File: config.mk
export PLATFORM = sky130hd
export DESIGN_NAME = key_matrix_change_layer_mapper_core_flat
export DESIGN_NICKNAME = d
export VERILOG_FILES = /design/src/kmcl_pkg.sv /design/src/kmcl_in_if.sv /design/src/kmcl_out_if.sv /design/src/key_matrix_change_layer_mapper_core.sv /design/src/kmcl_ram.sv /design/src/kmcl_scan.sv /design/src/kmcl_layer.sv /design/src/kmcl_out_buf.sv /design/src/flat_wrapper.sv
export SDC_FILE = /design/constraint.sdc
export NUM_CORES = 2
export LEC_CHECK = 0
export BUFFER_PORTS_ARGS = -buffer_cell sky130_fd_sc_hd__buf_2
export CAP_MARGIN = 15
export CORE_MARGIN = 2
export CORE_UTILIZATION = 50
export CTS_BUF_LIST = sky130_fd_sc_hd__clkbuf_8
export CTS_CLUSTER_SIZE = 8
export DETAILED_ROUTE_END_ITERATION = 10
export HOLD_SLACK_MARGIN = 0.02
export PLACE_DENSITY = 0.65
export SETUP_SLACK_MARGIN = 0.5
export SLEW_MARGIN = 20
export SYNTH_ARGS = -nofsm -noshare
export SYNTH_HDL_FRONTEND = slang
export SYNTH_HIERARCHICAL = 1
export SYNTH_SLANG_ARGS = --single-unit
File: constraint.sdc
create_clock -name i_clk -period 6.3 [get_ports i_clk]
set_clock_uncertainty 0.05 [all_clocks]
set_input_delay 0.63 -clock i_clk [delete_from_list [all_inputs] [get_ports i_clk]]
set_output_delay 0.63 -clock i_clk [all_outputs]
set_load 0.01 [all_outputs]
File: src/kmcl_pkg.sv
package kmcl_pkg;

    // Default geometry of the matrix and the layer stack.
    localparam int ROWS_PER_COLUMN = 9;
    localparam int COLUMN_COUNT    = 7;
    localparam int LAYER_COUNT     = 4;

    // Fixed field widths.
    localparam int MAP_KEYS     = 63;
    localparam int KEY_W        = 6;
    localparam int COLUMN_W     = 3;
    localparam int ROW_BITS_W   = 9;
    localparam int MAP_ADDR_W   = 8;
    localparam int CODE_W       = 8;
    localparam int KEYMAP_DEPTH = 256;
    localparam int LAYER_W      = 2;
    localparam int CFG_INDEX_W  = 2;
    localparam int CFG_DATA_W   = 6;

    localparam logic [KEY_W-1:0] RESET_LAYER_KEY    = 6'd4;
    localparam logic [KEY_W-1:0] RESET_LOCK_ONE_KEY = 6'd60;
    localparam logic [KEY_W-1:0] RESET_LOCK_TWO_KEY = 6'd61;

    typedef enum logic {
        OP_SCAN      = 1'b0,
        OP_MAP_WRITE = 1'b1
    } t_op;

    typedef enum logic [CFG_INDEX_W-1:0] {
        CFG_LAYER_KEY    = 2'd0,
        CFG_LOCK_ONE_KEY = 2'd1,
        CFG_LOCK_TWO_KEY = 2'd2
    } t_cfg_index;

    typedef enum logic [1:0] {
        LOCK_NONE  = 2'd0,
        LOCK_TWO   = 2'd1,
        LOCK_THREE = 2'd2
    } t_lock;

    // A scan beat that changed exactly one key.
    typedef struct packed {
        logic             valid;
        logic [KEY_W-1:0] key;
        logic             down;
    } t_hit;

    typedef struct packed {
        logic              valid;
        logic [CODE_W-1:0] key_byte;
        logic [KEY_W-1:0]  key_index;
        logic              pressed;
    } t_result;

endpackage

File: src/kmcl_in_if.sv
interface kmcl_in_if;
    logic                                valid;
    logic                                ready;
    logic                                op;
    logic [kmcl_pkg::COLUMN_W-1:0]       column;
    logic [kmcl_pkg::ROW_BITS_W-1:0]     row_bits;
    logic [kmcl_pkg::MAP_ADDR_W-1:0]     map_address;
    logic [kmcl_pkg::CODE_W-1:0]         map_data;

    modport source (
        output valid, op, column, row_bits, map_address, map_data,
        input  ready
    );

    modport sink (
        input  valid, op, column, row_bits, map_address, map_data,
        output ready
    );
endinterface

File: src/kmcl_out_if.sv
interface kmcl_out_if;
    logic                            valid;
    logic                            ready;
    logic [kmcl_pkg::CODE_W-1:0]     key_byte;
    logic [kmcl_pkg::KEY_W-1:0]      key_index;
    logic                            pressed;

    modport source (
        output valid, key_byte, key_index, pressed,
        input  ready
    );

    modport sink (
        input  valid, key_byte, key_index, pressed,
        output ready
    );
endinterface

File: src/key_matrix_change_layer_mapper_core.sv
// Channel   | Dir | Beat contents
// ----------+-----+----------------------------------------------------------
// i_in      | in  | op, column, row_bits (scan) or map_address, map_data (load)
// o_out     | out | key_byte, key_index, pressed for one changed key
// i_cfg_*   | in  | write of layer_key, lock_one_key or lock_two_key by index
//
// One beat is taken per cycle while the output buffer has room. A scan result
// passes through a keymap read of the base layer, a read at the active layer
// and then the output register. Reset is synchronous and clears the
// pressed-key map and the layer state and restores the default configuration;
// the keymap memory is not cleared and needs no clearing pass.
// Input ready falls only when both output slots hold results, and the whole
// pipeline holds in place while it is low.
module key_matrix_change_layer_mapper_core #(
    parameter int ROWS_PER_COLUMN = kmcl_pkg::ROWS_PER_COLUMN,
    parameter int COLUMN_COUNT    = kmcl_pkg::COLUMN_COUNT,
    parameter int LAYER_COUNT     = kmcl_pkg::LAYER_COUNT
) (
    input  logic                             i_clk,
    input  logic                             i_rst_n,
    kmcl_in_if.sink                          i_in,
    kmcl_out_if.source                       o_out,
    input  logic                             i_cfg_we,
    input  logic [kmcl_pkg::CFG_INDEX_W-1:0] i_cfg_index,
    input  logic [kmcl_pkg::CFG_DATA_W-1:0]  i_cfg_data
);

    logic                            adv;
    logic                            full;
    logic                            accept;
    logic                            scan_en;
    logic                            map_we;
    kmcl_pkg::t_hit                  hit;
    logic [kmcl_pkg::MAP_KEYS-1:0]   pressed_map;
    logic [kmcl_pkg::CODE_W-1:0]     base_code;
    logic [kmcl_pkg::CODE_W-1:0]     layer_code;
    logic [kmcl_pkg::MAP_ADDR_W-1:0] layer_addr;
    kmcl_pkg::t_result               result;

    // The pipeline moves as one: every stage, and the keymap read registers,
    // advance whenever the skid slot of the output buffer is free.
    assign adv        = !full;
    assign i_in.ready = adv;
    assign accept     = i_in.valid && adv;
    assign scan_en    = accept && (i_in.op == kmcl_pkg::OP_SCAN);
    assign map_we     = accept && (i_in.op == kmcl_pkg::OP_MAP_WRITE);

    // Change detection, key number and the pressed-key map.
    kmcl_scan #(
        .ROWS_PER_COLUMN (ROWS_PER_COLUMN),
        .COLUMN_COUNT    (COLUMN_COUNT)
    ) u_scan (
        .i_clk         (i_clk),
        .i_rst_n       (i_rst_n),
        .i_scan_en     (scan_en),
        .i_column      (i_in.column),
        .i_row_bits    (i_in.row_bits),
        .o_hit         (hit),
        .o_pressed_map (pressed_map)
    );

    // Port A reads the base-layer code of the changed key in the beat's own
    // cycle. Port B reads the active-layer code once the key has moved into
    // r_s1 of the layer stage, after any layer change by the previous key has
    // landed. Both read before a write on the same edge, which keeps a load
    // that follows a scan from leaking into that scan's result.
    kmcl_ram #(
        .WIDTH (kmcl_pkg::CODE_W),
        .DEPTH (kmcl_pkg::KEYMAP_DEPTH)
    ) u_keymap (
        .i_clk     (i_clk),
        .i_we      (map_we),
        .i_waddr   (i_in.map_address),
        .i_wdata   (i_in.map_data),
        .i_re      (adv),
        .i_raddr_a (kmcl_pkg::MAP_ADDR_W'(hit.key)),
        .i_raddr_b (layer_addr),
        .o_rdata_a (base_code),
        .o_rdata_b (layer_code)
    );

    // Layer keys update the layer state here; other keys pick up their code.
    kmcl_layer #(
        .LAYER_COUNT (LAYER_COUNT)
    ) u_layer (
        .i_clk         (i_clk),
        .i_rst_n       (i_rst_n),
        .i_adv         (adv),
        .i_hit         (hit),
        .i_pressed_map (pressed_map),
        .i_base_code   (base_code),
        .i_code        (layer_code),
        .i_cfg_we      (i_cfg_we),
        .i_cfg_index   (i_cfg_index),
        .i_cfg_data    (i_cfg_data),
        .o_read_addr   (layer_addr),
        .o_result      (result)
    );

    // Two-entry output buffer: the output register and a skid slot.
    kmcl_out_buf u_out_buf (
        .i_clk     (i_clk),
        .i_rst_n   (i_rst_n),
        .i_push_en (adv),
        .i_result  (result),
        .o_full    (full),
        .o_out     (o_out)
    );

endmodule

File: src/kmcl_ram.sv
module kmcl_ram #(
    parameter int WIDTH = kmcl_pkg::CODE_W,
    parameter int DEPTH = kmcl_pkg::KEYMAP_DEPTH
) (
    input  logic                     i_clk,
    input  logic                     i_we,
    input  logic [$clog2(DEPTH)-1:0] i_waddr,
    input  logic [WIDTH-1:0]         i_wdata,
    input  logic                     i_re,
    input  logic [$clog2(DEPTH)-1:0] i_raddr_a,
    input  logic [$clog2(DEPTH)-1:0] i_raddr_b,
    output logic [WIDTH-1:0]         o_rdata_a,
    output logic [WIDTH-1:0]         o_rdata_b
);

    logic [WIDTH-1:0] r_mem [DEPTH];
    logic [WIDTH-1:0] r_rdata_a;
    logic [WIDTH-1:0] r_rdata_b;

    // Reads return the contents from before a write on the same edge.
    always_ff @(posedge i_clk) begin
        if (i_we) begin
            r_mem[i_waddr] <= i_wdata;
        end
        if (i_re) begin
            r_rdata_a <= r_mem[i_raddr_a];
            r_rdata_b <= r_mem[i_raddr_b];
        end
    end

    assign o_rdata_a = r_rdata_a;
    assign o_rdata_b = r_rdata_b;

endmodule

File: src/kmcl_scan.sv
module kmcl_scan #(
    parameter int ROWS_PER_COLUMN = kmcl_pkg::ROWS_PER_COLUMN,
    parameter int COLUMN_COUNT    = kmcl_pkg::COLUMN_COUNT
) (
    input  logic                            i_clk,
    input  logic                            i_rst_n,
    input  logic                            i_scan_en,
    input  logic [kmcl_pkg::COLUMN_W-1:0]   i_column,
    input  logic [kmcl_pkg::ROW_BITS_W-1:0] i_row_bits,
    output kmcl_pkg::t_hit                  o_hit,
    output logic [kmcl_pkg::MAP_KEYS-1:0]   o_pressed_map
);

    localparam int ROW_IDX_W = (ROWS_PER_COLUMN > 1) ? $clog2(ROWS_PER_COLUMN) : 1;
    localparam int BASE_W    = $clog2((2 ** kmcl_pkg::COLUMN_W) * ROWS_PER_COLUMN
                                      + ROWS_PER_COLUMN + 1);

    logic [kmcl_pkg::MAP_KEYS-1:0] r_pressed_map;
    logic [kmcl_pkg::MAP_KEYS-1:0] n_pressed_map;
    logic [kmcl_pkg::MAP_KEYS-1:0] shifted;
    logic [BASE_W-1:0]             base;
    logic                          in_range;
    logic [ROWS_PER_COLUMN-1:0]    rows;
    logic [ROWS_PER_COLUMN-1:0]    window;
    logic [ROWS_PER_COLUMN-1:0]    changed;
    logic                          one_change;
    logic [ROW_IDX_W-1:0]          row_idx;

    assign base     = BASE_W'(i_column) * BASE_W'(ROWS_PER_COLUMN);
    assign in_range = ({1'b0, i_column} < (kmcl_pkg::COLUMN_W + 1)'(COLUMN_COUNT))
                   && ((BASE_W + 1)'(base) + (BASE_W + 1)'(ROWS_PER_COLUMN)
                       <= (BASE_W + 1)'(kmcl_pkg::MAP_KEYS));

    assign shifted    = r_pressed_map >> base;
    assign window     = shifted[ROWS_PER_COLUMN-1:0];
    assign rows       = ROWS_PER_COLUMN'(i_row_bits);
    assign changed    = rows ^ window;
    assign one_change = (changed != '0) && ((changed & (changed - 1'b1)) == '0);

    // With a single bit set, OR-ing the indexes of the set bits gives its position.
    always_comb begin
        row_idx = '0;
        for (int r = 0; r < ROWS_PER_COLUMN; r++) begin
            if (changed[r]) begin
                row_idx = row_idx | ROW_IDX_W'(r);
            end
        end
    end

    always_comb begin
        o_hit.valid = i_scan_en && in_range && one_change;
        o_hit.key   = kmcl_pkg::KEY_W'(base + BASE_W'(row_idx));
        o_hit.down  = |(rows & changed);
    end

    always_comb begin
        n_pressed_map = r_pressed_map;
        if (o_hit.valid) begin
            n_pressed_map = r_pressed_map ^ (kmcl_pkg::MAP_KEYS'(1) << o_hit.key);
        end
    end

    always_ff @(posedge i_clk) begin
        if (!i_rst_n) begin
            r_pressed_map <= '0;
        end else begin
            r_pressed_map <= n_pressed_map;
        end
    end

    assign o_pressed_map = r_pressed_map;

`ifndef NO_ASSERTIONS
    a_hit_flips_map: assert property (@(posedge i_clk) disable iff (!i_rst_n)
        o_hit.valid |=> (r_pressed_map != $past(r_pressed_map)))
        else $error("accepted key change did not update the pressed-key map");
    a_map_held: assert property (@(posedge i_clk) disable iff (!i_rst_n)
        !o_hit.valid |=> $stable(r_pressed_map))
        else $error("pressed-key map changed without a single-key change");
`endif

endmodule

File: src/kmcl_layer.sv
module kmcl_layer #(
    parameter int LAYER_COUNT = kmcl_pkg::LAYER_COUNT
) (
    input  logic                             i_clk,
    input  logic                             i_rst_n,
    input  logic                             i_adv,
    input  kmcl_pkg::t_hit                   i_hit,
    input  logic [kmcl_pkg::MAP_KEYS-1:0]    i_pressed_map,
    input  logic [kmcl_pkg::CODE_W-1:0]      i_base_code,
    input  logic [kmcl_pkg::CODE_W-1:0]      i_code,
    input  logic                             i_cfg_we,
    input  logic [kmcl_pkg::CFG_INDEX_W-1:0] i_cfg_index,
    input  logic [kmcl_pkg::CFG_DATA_W-1:0]  i_cfg_data,
    output logic [kmcl_pkg::MAP_ADDR_W-1:0]  o_read_addr,
    output kmcl_pkg::t_result                o_result
);

    localparam logic [kmcl_pkg::LAYER_W-1:0] TOP_LAYER = kmcl_pkg::LAYER_W'(LAYER_COUNT - 1);

    kmcl_pkg::t_hit                  r_s1;
    kmcl_pkg::t_hit                  r_s2;
    kmcl_pkg::t_hit                  n_s2;
    logic [kmcl_pkg::LAYER_W-1:0]    r_layer;
    logic [kmcl_pkg::LAYER_W-1:0]    n_layer;
    kmcl_pkg::t_lock                 r_lock;
    kmcl_pkg::t_lock                 n_lock;
    logic [kmcl_pkg::KEY_W-1:0]      r_layer_key;
    logic [kmcl_pkg::KEY_W-1:0]      r_lock_one_key;
    logic [kmcl_pkg::KEY_W-1:0]      r_lock_two_key;
    logic [kmcl_pkg::MAP_KEYS:0]     map_ext;
    logic                            layer_down;
    logic                            lock_one_down;
    logic                            lock_two_down;
    logic                            is_layer_key;
    logic [kmcl_pkg::LAYER_W-1:0]    layer_sat;

    // The extra top bit stands for key 63, which is never down.
    assign map_ext       = {1'b0, i_pressed_map};
    assign layer_down    = map_ext[r_layer_key];
    assign lock_one_down = map_ext[r_lock_one_key];
    assign lock_two_down = map_ext[r_lock_two_key];
    assign is_layer_key  = r_s1.valid && i_base_code[kmcl_pkg::CODE_W-1];

    always_comb begin
        n_layer = r_layer;
        n_lock  = r_lock;
        if (i_adv && is_layer_key) begin
            if (layer_down) begin
                n_layer = kmcl_pkg::LAYER_W'(1);
                n_lock  = kmcl_pkg::LOCK_NONE;
                if (lock_one_down) begin
                    n_layer = kmcl_pkg::LAYER_W'(2);
                    n_lock  = kmcl_pkg::LOCK_TWO;
                end else if (lock_two_down) begin
                    n_layer = kmcl_pkg::LAYER_W'(3);
                    n_lock  = kmcl_pkg::LOCK_THREE;
                end
            end else if (r_lock == kmcl_pkg::LOCK_NONE) begin
                n_layer = '0;
            end
        end
    end

    assign layer_sat   = (r_layer > TOP_LAYER) ? TOP_LAYER : r_layer;
    assign o_read_addr = {layer_sat, r_s1.key};

    always_comb begin
        n_s2       = r_s1;
        n_s2.valid = r_s1.valid && !i_base_code[kmcl_pkg::CODE_W-1];
    end

    always_comb begin
        o_result.valid     = r_s2.valid;
        o_result.key_byte  = {i_code[kmcl_pkg::CODE_W-1] ^ r_s2.down,
                              i_code[kmcl_pkg::CODE_W-2:0]};
        o_result.key_index = r_s2.key;
        o_result.pressed   = r_s2.down;
    end

    always_ff @(posedge i_clk) begin
        if (!i_rst_n) begin
            r_s1.valid <= 1'b0;
            r_s2.valid <= 1'b0;
        end else if (i_adv) begin
            r_s1 <= i_hit;
            r_s2 <= n_s2;
        end
    end

    always_ff @(posedge i_clk) begin
        if (!i_rst_n) begin
            r_layer <= '0;
            r_lock  <= kmcl_pkg::LOCK_NONE;
        end else begin
            r_layer <= n_layer;
            r_lock  <= n_lock;
        end
    end

    always_ff @(posedge i_clk) begin
        if (!i_rst_n) begin
            r_layer_key    <= kmcl_pkg::RESET_LAYER_KEY;
            r_lock_one_key <= kmcl_pkg::RESET_LOCK_ONE_KEY;
            r_lock_two_key <= kmcl_pkg::RESET_LOCK_TWO_KEY;
        end else if (i_cfg_we) begin
            unique case (kmcl_pkg::t_cfg_index'(i_cfg_index))
                kmcl_pkg::CFG_LAYER_KEY:    r_layer_key    <= i_cfg_data;
                kmcl_pkg::CFG_LOCK_ONE_KEY: r_lock_one_key <= i_cfg_data;
                kmcl_pkg::CFG_LOCK_TWO_KEY: r_lock_two_key <= i_cfg_data;
                default: begin
                end
            endcase
        end
    end

`ifndef NO_ASSERTIONS
    a_lock_layer: assert property (@(posedge i_clk) disable iff (!i_rst_n)
        ((r_lock != kmcl_pkg::LOCK_TWO) || (r_layer == kmcl_pkg::LAYER_W'(2)))
        && ((r_lock != kmcl_pkg::LOCK_THREE) || (r_layer == kmcl_pkg::LAYER_W'(3))))
        else $error("layer lock and active layer disagree");
`endif

endmodule

File: src/kmcl_out_buf.sv
module kmcl_out_buf (
    input  logic              i_clk,
    input  logic              i_rst_n,
    input  logic              i_push_en,
    input  kmcl_pkg::t_result i_result,
    output logic              o_full,
    kmcl_out_if.source        o_out
);

    kmcl_pkg::t_result r_main;
    kmcl_pkg::t_result n_main;
    kmcl_pkg::t_result r_skid;
    kmcl_pkg::t_result n_skid;
    logic              push;
    logic              pop;

    assign push = i_push_en && i_result.valid;
    assign pop  = r_main.valid && o_out.ready;

    always_comb begin
        n_main = r_main;
        n_skid = r_skid;
        if (pop) begin
            n_main       = r_skid;
            n_skid.valid = 1'b0;
        end
        if (push) begin
            if (!n_main.valid) begin
                n_main = i_result;
            end else begin
                n_skid = i_result;
            end
        end
    end

    always_ff @(posedge i_clk) begin
        if (!i_rst_n) begin
            r_main.valid <= 1'b0;
            r_skid.valid <= 1'b0;
        end else begin
            r_main <= n_main;
            r_skid <= n_skid;
        end
    end

    assign o_full          = r_skid.valid;
    assign o_out.valid     = r_main.valid;
    assign o_out.key_byte  = r_main.key_byte;
    assign o_out.key_index = r_main.key_index;
    assign o_out.pressed   = r_main.pressed;

`ifndef NO_ASSERTIONS
    a_skid_behind_main: assert property (@(posedge i_clk) disable iff (!i_rst_n)
        r_skid.valid |-> r_main.valid)
        else $error("skid entry holds a result while the output slot is empty");
    a_no_push_when_full: assert property (@(posedge i_clk) disable iff (!i_rst_n)
        r_skid.valid |-> !push)
        else $error("result pushed into a full output buffer");
`endif

endmodule

File: src/flat_wrapper.sv
// flat-port wrapper written by rule: the top's interface ports become plain ports
module key_matrix_change_layer_mapper_core_flat 
#(
    parameter int ROWS_PER_COLUMN = kmcl_pkg::ROWS_PER_COLUMN,
    parameter int COLUMN_COUNT    = kmcl_pkg::COLUMN_COUNT,
    parameter int LAYER_COUNT     = kmcl_pkg::LAYER_COUNT
)
  (i_clk, i_rst_n, i_cfg_we, i_cfg_index, i_cfg_data, i_in_valid, i_in_op, i_in_column, i_in_row_bits, i_in_map_address, i_in_map_data, i_in_ready, o_out_valid, o_out_key_byte, o_out_key_index, o_out_pressed, o_out_ready);
  kmcl_in_if i_in_i ();
  kmcl_out_if o_out_i ();
  input  logic i_clk;
  input  logic i_rst_n;
  input  logic i_cfg_we;
  input  logic [kmcl_pkg::CFG_INDEX_W-1:0] i_cfg_index;
  input  logic [kmcl_pkg::CFG_DATA_W-1:0] i_cfg_data;
  input wire logic [$bits(i_in_i.valid)-1:0] i_in_valid;
  input wire logic [$bits(i_in_i.op)-1:0] i_in_op;
  input wire logic [$bits(i_in_i.column)-1:0] i_in_column;
  input wire logic [$bits(i_in_i.row_bits)-1:0] i_in_row_bits;
  input wire logic [$bits(i_in_i.map_address)-1:0] i_in_map_address;
  input wire logic [$bits(i_in_i.map_data)-1:0] i_in_map_data;
  output wire logic [$bits(i_in_i.ready)-1:0] i_in_ready;
  output wire logic [$bits(o_out_i.valid)-1:0] o_out_valid;
  output wire logic [$bits(o_out_i.key_byte)-1:0] o_out_key_byte;
  output wire logic [$bits(o_out_i.key_index)-1:0] o_out_key_index;
  output wire logic [$bits(o_out_i.pressed)-1:0] o_out_pressed;
  input wire logic [$bits(o_out_i.ready)-1:0] o_out_ready;
  assign i_in_i.valid = i_in_valid;
  assign i_in_i.op = i_in_op;
  assign i_in_i.column = i_in_column;
  assign i_in_i.row_bits = i_in_row_bits;
  assign i_in_i.map_address = i_in_map_address;
  assign i_in_i.map_data = i_in_map_data;
  assign i_in_ready = i_in_i.ready;
  assign o_out_valid = o_out_i.valid;
  assign o_out_key_byte = o_out_i.key_byte;
  assign o_out_key_index = o_out_i.key_index;
  assign o_out_pressed = o_out_i.pressed;
  assign o_out_i.ready = o_out_ready;
  key_matrix_change_layer_mapper_core #(.ROWS_PER_COLUMN(ROWS_PER_COLUMN), .COLUMN_COUNT(COLUMN_COUNT), .LAYER_COUNT(LAYER_COUNT)) u_core (.i_clk(i_clk), .i_rst_n(i_rst_n), .i_in(i_in_i), .o_out(o_out_i), .i_cfg_we(i_cfg_we), .i_cfg_index(i_cfg_index), .i_cfg_data(i_cfg_data));
endmodule
==> out/results.md <==
* **result of the run** finished clean
* **TritonCTS clock tree** done
* **required time at the worst-slack endpoint** 7090 ps
* **Routed WL per cell** 32.0 um
* **critical path data arrival time** 5200 ps
* **area of the die** 187000 um2
* **FMAX** 0.227 GHz
* **number of cells in the finished layout apart from fillers** 7465
* **residual overflow from global routing** 0
* **peak fanout along the critical path** 36
* **Largest stage delay, worst path** 620 ps
* **number of buffers on the longest clock path** 4
* **placeable core region** 182000 um2
* **share of layout cells above drive strength 1** 25.8%
* **gate count after technology mapping** 4700
* **slowest library cell on the worst path** buf_4
* **worst min path class** input port to flip-flop
* **number of maximum-capacitance constraint violations** 0
* **number of hold violations in the final report** 0
* **Via-to-Cell Ratio** 6.48
* **maximum number of pins on one net before global-route repair** 177
* **Placed Instances** 6828
* **most used cells in the layout excluding fill and tap cells** edfxtp_1 (2101), mux4_2 (644), clkbuf_8 (382)
* **final cycle utilization of the critical path** 70.0%
* **critical path's most frequent cell** mux2i_1
* **number of buffer and inverter instances along the worst setup path** 2
* **# DRC** 0
* **clk sinks** 2190
* **# Post-CTS Setup Buffers** 0
* **H-tree depth** 5
* **Final Wtd Congestion** 0.928
* **cell area after synthesis** 91600 um2
* **number of buffers inserted for hold repair after clock tree synthesis** 13
* **aggregate negative setup slack** 0 ps
* **antenna viol nets, final** 0
* **number of nets in the final layout** 4886
* **post_cts resized** 0
* **Fillers** 13900
* **static leakage** 31.5 nW
* **max-slew violations** 0
* **relative slew slack** 20.7%
* **DP Wirelength** 149000 um
* **ordered list of cells on the worst path** mux2i_1 -> o21ai_0 -> mux2i_1 -> ha_1 -> nand4_1 -> ha_1 -> xnor2_1 -> inv_4 -> buf_4 -> mux2i_1 -> a221oi_1 -> o21ai_0 -> a31oi_1 -> a221oi_1 -> nor4_1
* **clock insertion delay at the later pin of the skew report** 1070 ps
* **Die Span X** 432 um
* **Yosys Warn Count** 6
* **Clock Pin Slew Worst Setup and Hold Paths** 60 ps
* **buffers added on ports** 58
* **Crit Path Class** flip-flop to flip-flop
* **buffer type at the clock tree root** clkbuf_8
* **starting utilization of the core area** 50.2%
* **Row Count** 157
* **post-route minimum period** 4410 ps
* **CTS Buf Count** 370
* **cell class contributing the biggest share of worst-path delay** compound AO/OA/AOI/OAI gates
* **slew of the pin with the lowest slew margin** 1180 ps
* **kind of end point of the critical path** flip-flop
* **worst-case vdd ir drop** 0.000213 V
* **Final setup violation count** 0
* **syn avg cell area** 19.5 um2
* **most frequent standard cell in the layout excluding fill and tap cells** edfxtp_1
* **via total after detailed routing** 48400
* **power density cells** 297 nW/um2
* **aggregate routed wire length** 239000 um
* **post-route core utilization** 54.6%
* **crit start category** flip-flop
* **detailed router's first-iteration violation count** 6190
* **global-route wire length before repair** 343000 um
* **area growth from synthesis to final layout** 8.82%
* **Vert. Die Dim** 432 um
* **Overall Global Routing Usage** 25.7%
* **I/O pin total** 59
* **initial antenna violation count** 16
* **setup repair after global routing missed its margin** false
* **vias in the first global route** 47700
* **number of optimization iterations in the first detailed-route pass** 6
==> worst paths after layout <==
path | to | slack (ps) | cells past startpoint | start
worst max-delay path | u_core/u_keymap/o_rdata_a[7] | 1890 | 15 | u_core/u_scan/o_pressed_map[61]
worst min-delay path | u_core/u_keymap/r_mem[28][5] | 110 | 1 | i_in_map_data[5]
worst max register to register | u_core/u_keymap/o_rdata_a[7] | 1890 | 15 | u_core/u_scan/o_pressed_map[61]
worst min register to register | u_core/u_layer/o_result[0] | 380 | 0 | u_core/u_layer/n_s2[0]
==> flip-flops by register name (all words and copies together), names as in the netlist, 8 cells and up <==
name and count:
u_core/u_keymap/r_mem 2048, u_core/u_scan/o_pressed_map 63, u_core/u_out_buf/r_skid 15, u_core/u_keymap/o_rdata_b 8, u_core/u_layer/o_result 8, u_core/u_out_buf/o_out.key_byte 8
==> power breakdown <==
group	switching [mW]	total (mW)	internal (mW)
registers	0.0502	16.1	16.0
clock network	5.44	11.0	5.59
logic	1.59	2.51	0.924
==> worst register-to-register path: stages (launching register included) <==
cell      delay [ps]
dfxtp_1          540
mux2i_1          140
o21ai_0          180
mux2i_1          100
ha_1             420
nand4_1          150
ha_1             370
xnor2_1          210
inv_4            230
buf_4            630
mux2i_1          190
a221oi_1         300
o21ai_0          120
a31oi_1          190
a221oi_1         110
nor4_1           300
==> final cells by class <==
class	count	area, um2	area share (%)
diodes	4	10.0	0.0100
well taps	2385	2980	2.99
flip-flops and latches	2190	64900	65.1
clock buffers	375	5160	5.18
clock inverters	244	1050	1.06
multi-input cells	2067	24000	24.0
inverters	17	68.8	0.0690
repair buffers	183	1600	1.61
==> stage by stage <==
| step | setup slack (ps) | hold slack (ps) | area (um2) | power, mW |
|---|---|---|---|---|
| after floorplan | 1430 | 350 | 91600 | 17.9 |
| after CTS | 1920 | 79.1 | 99700 | 29.8 |
| after global placement | 974 | 356 | 93300 | 18.8 |
| after detailed placement | 866 | 372 | 93300 | 18.8 |
| final | 1890 | 107 | 99700 | 29.6 |
| after global routing | 1470 | 118 | 99700 | 30.5 |
==> routing by layer <==
layer	vias to the layer above	GRT usage, %	part of all wire, %
met1	25500	35.9	39
met4	6	9.33	3.7
met3	484	6.07	10
met2	2654	39.7	47
met5	-	0	0.015
li1	19700	-	-
(Power assumes the default switching activity.)
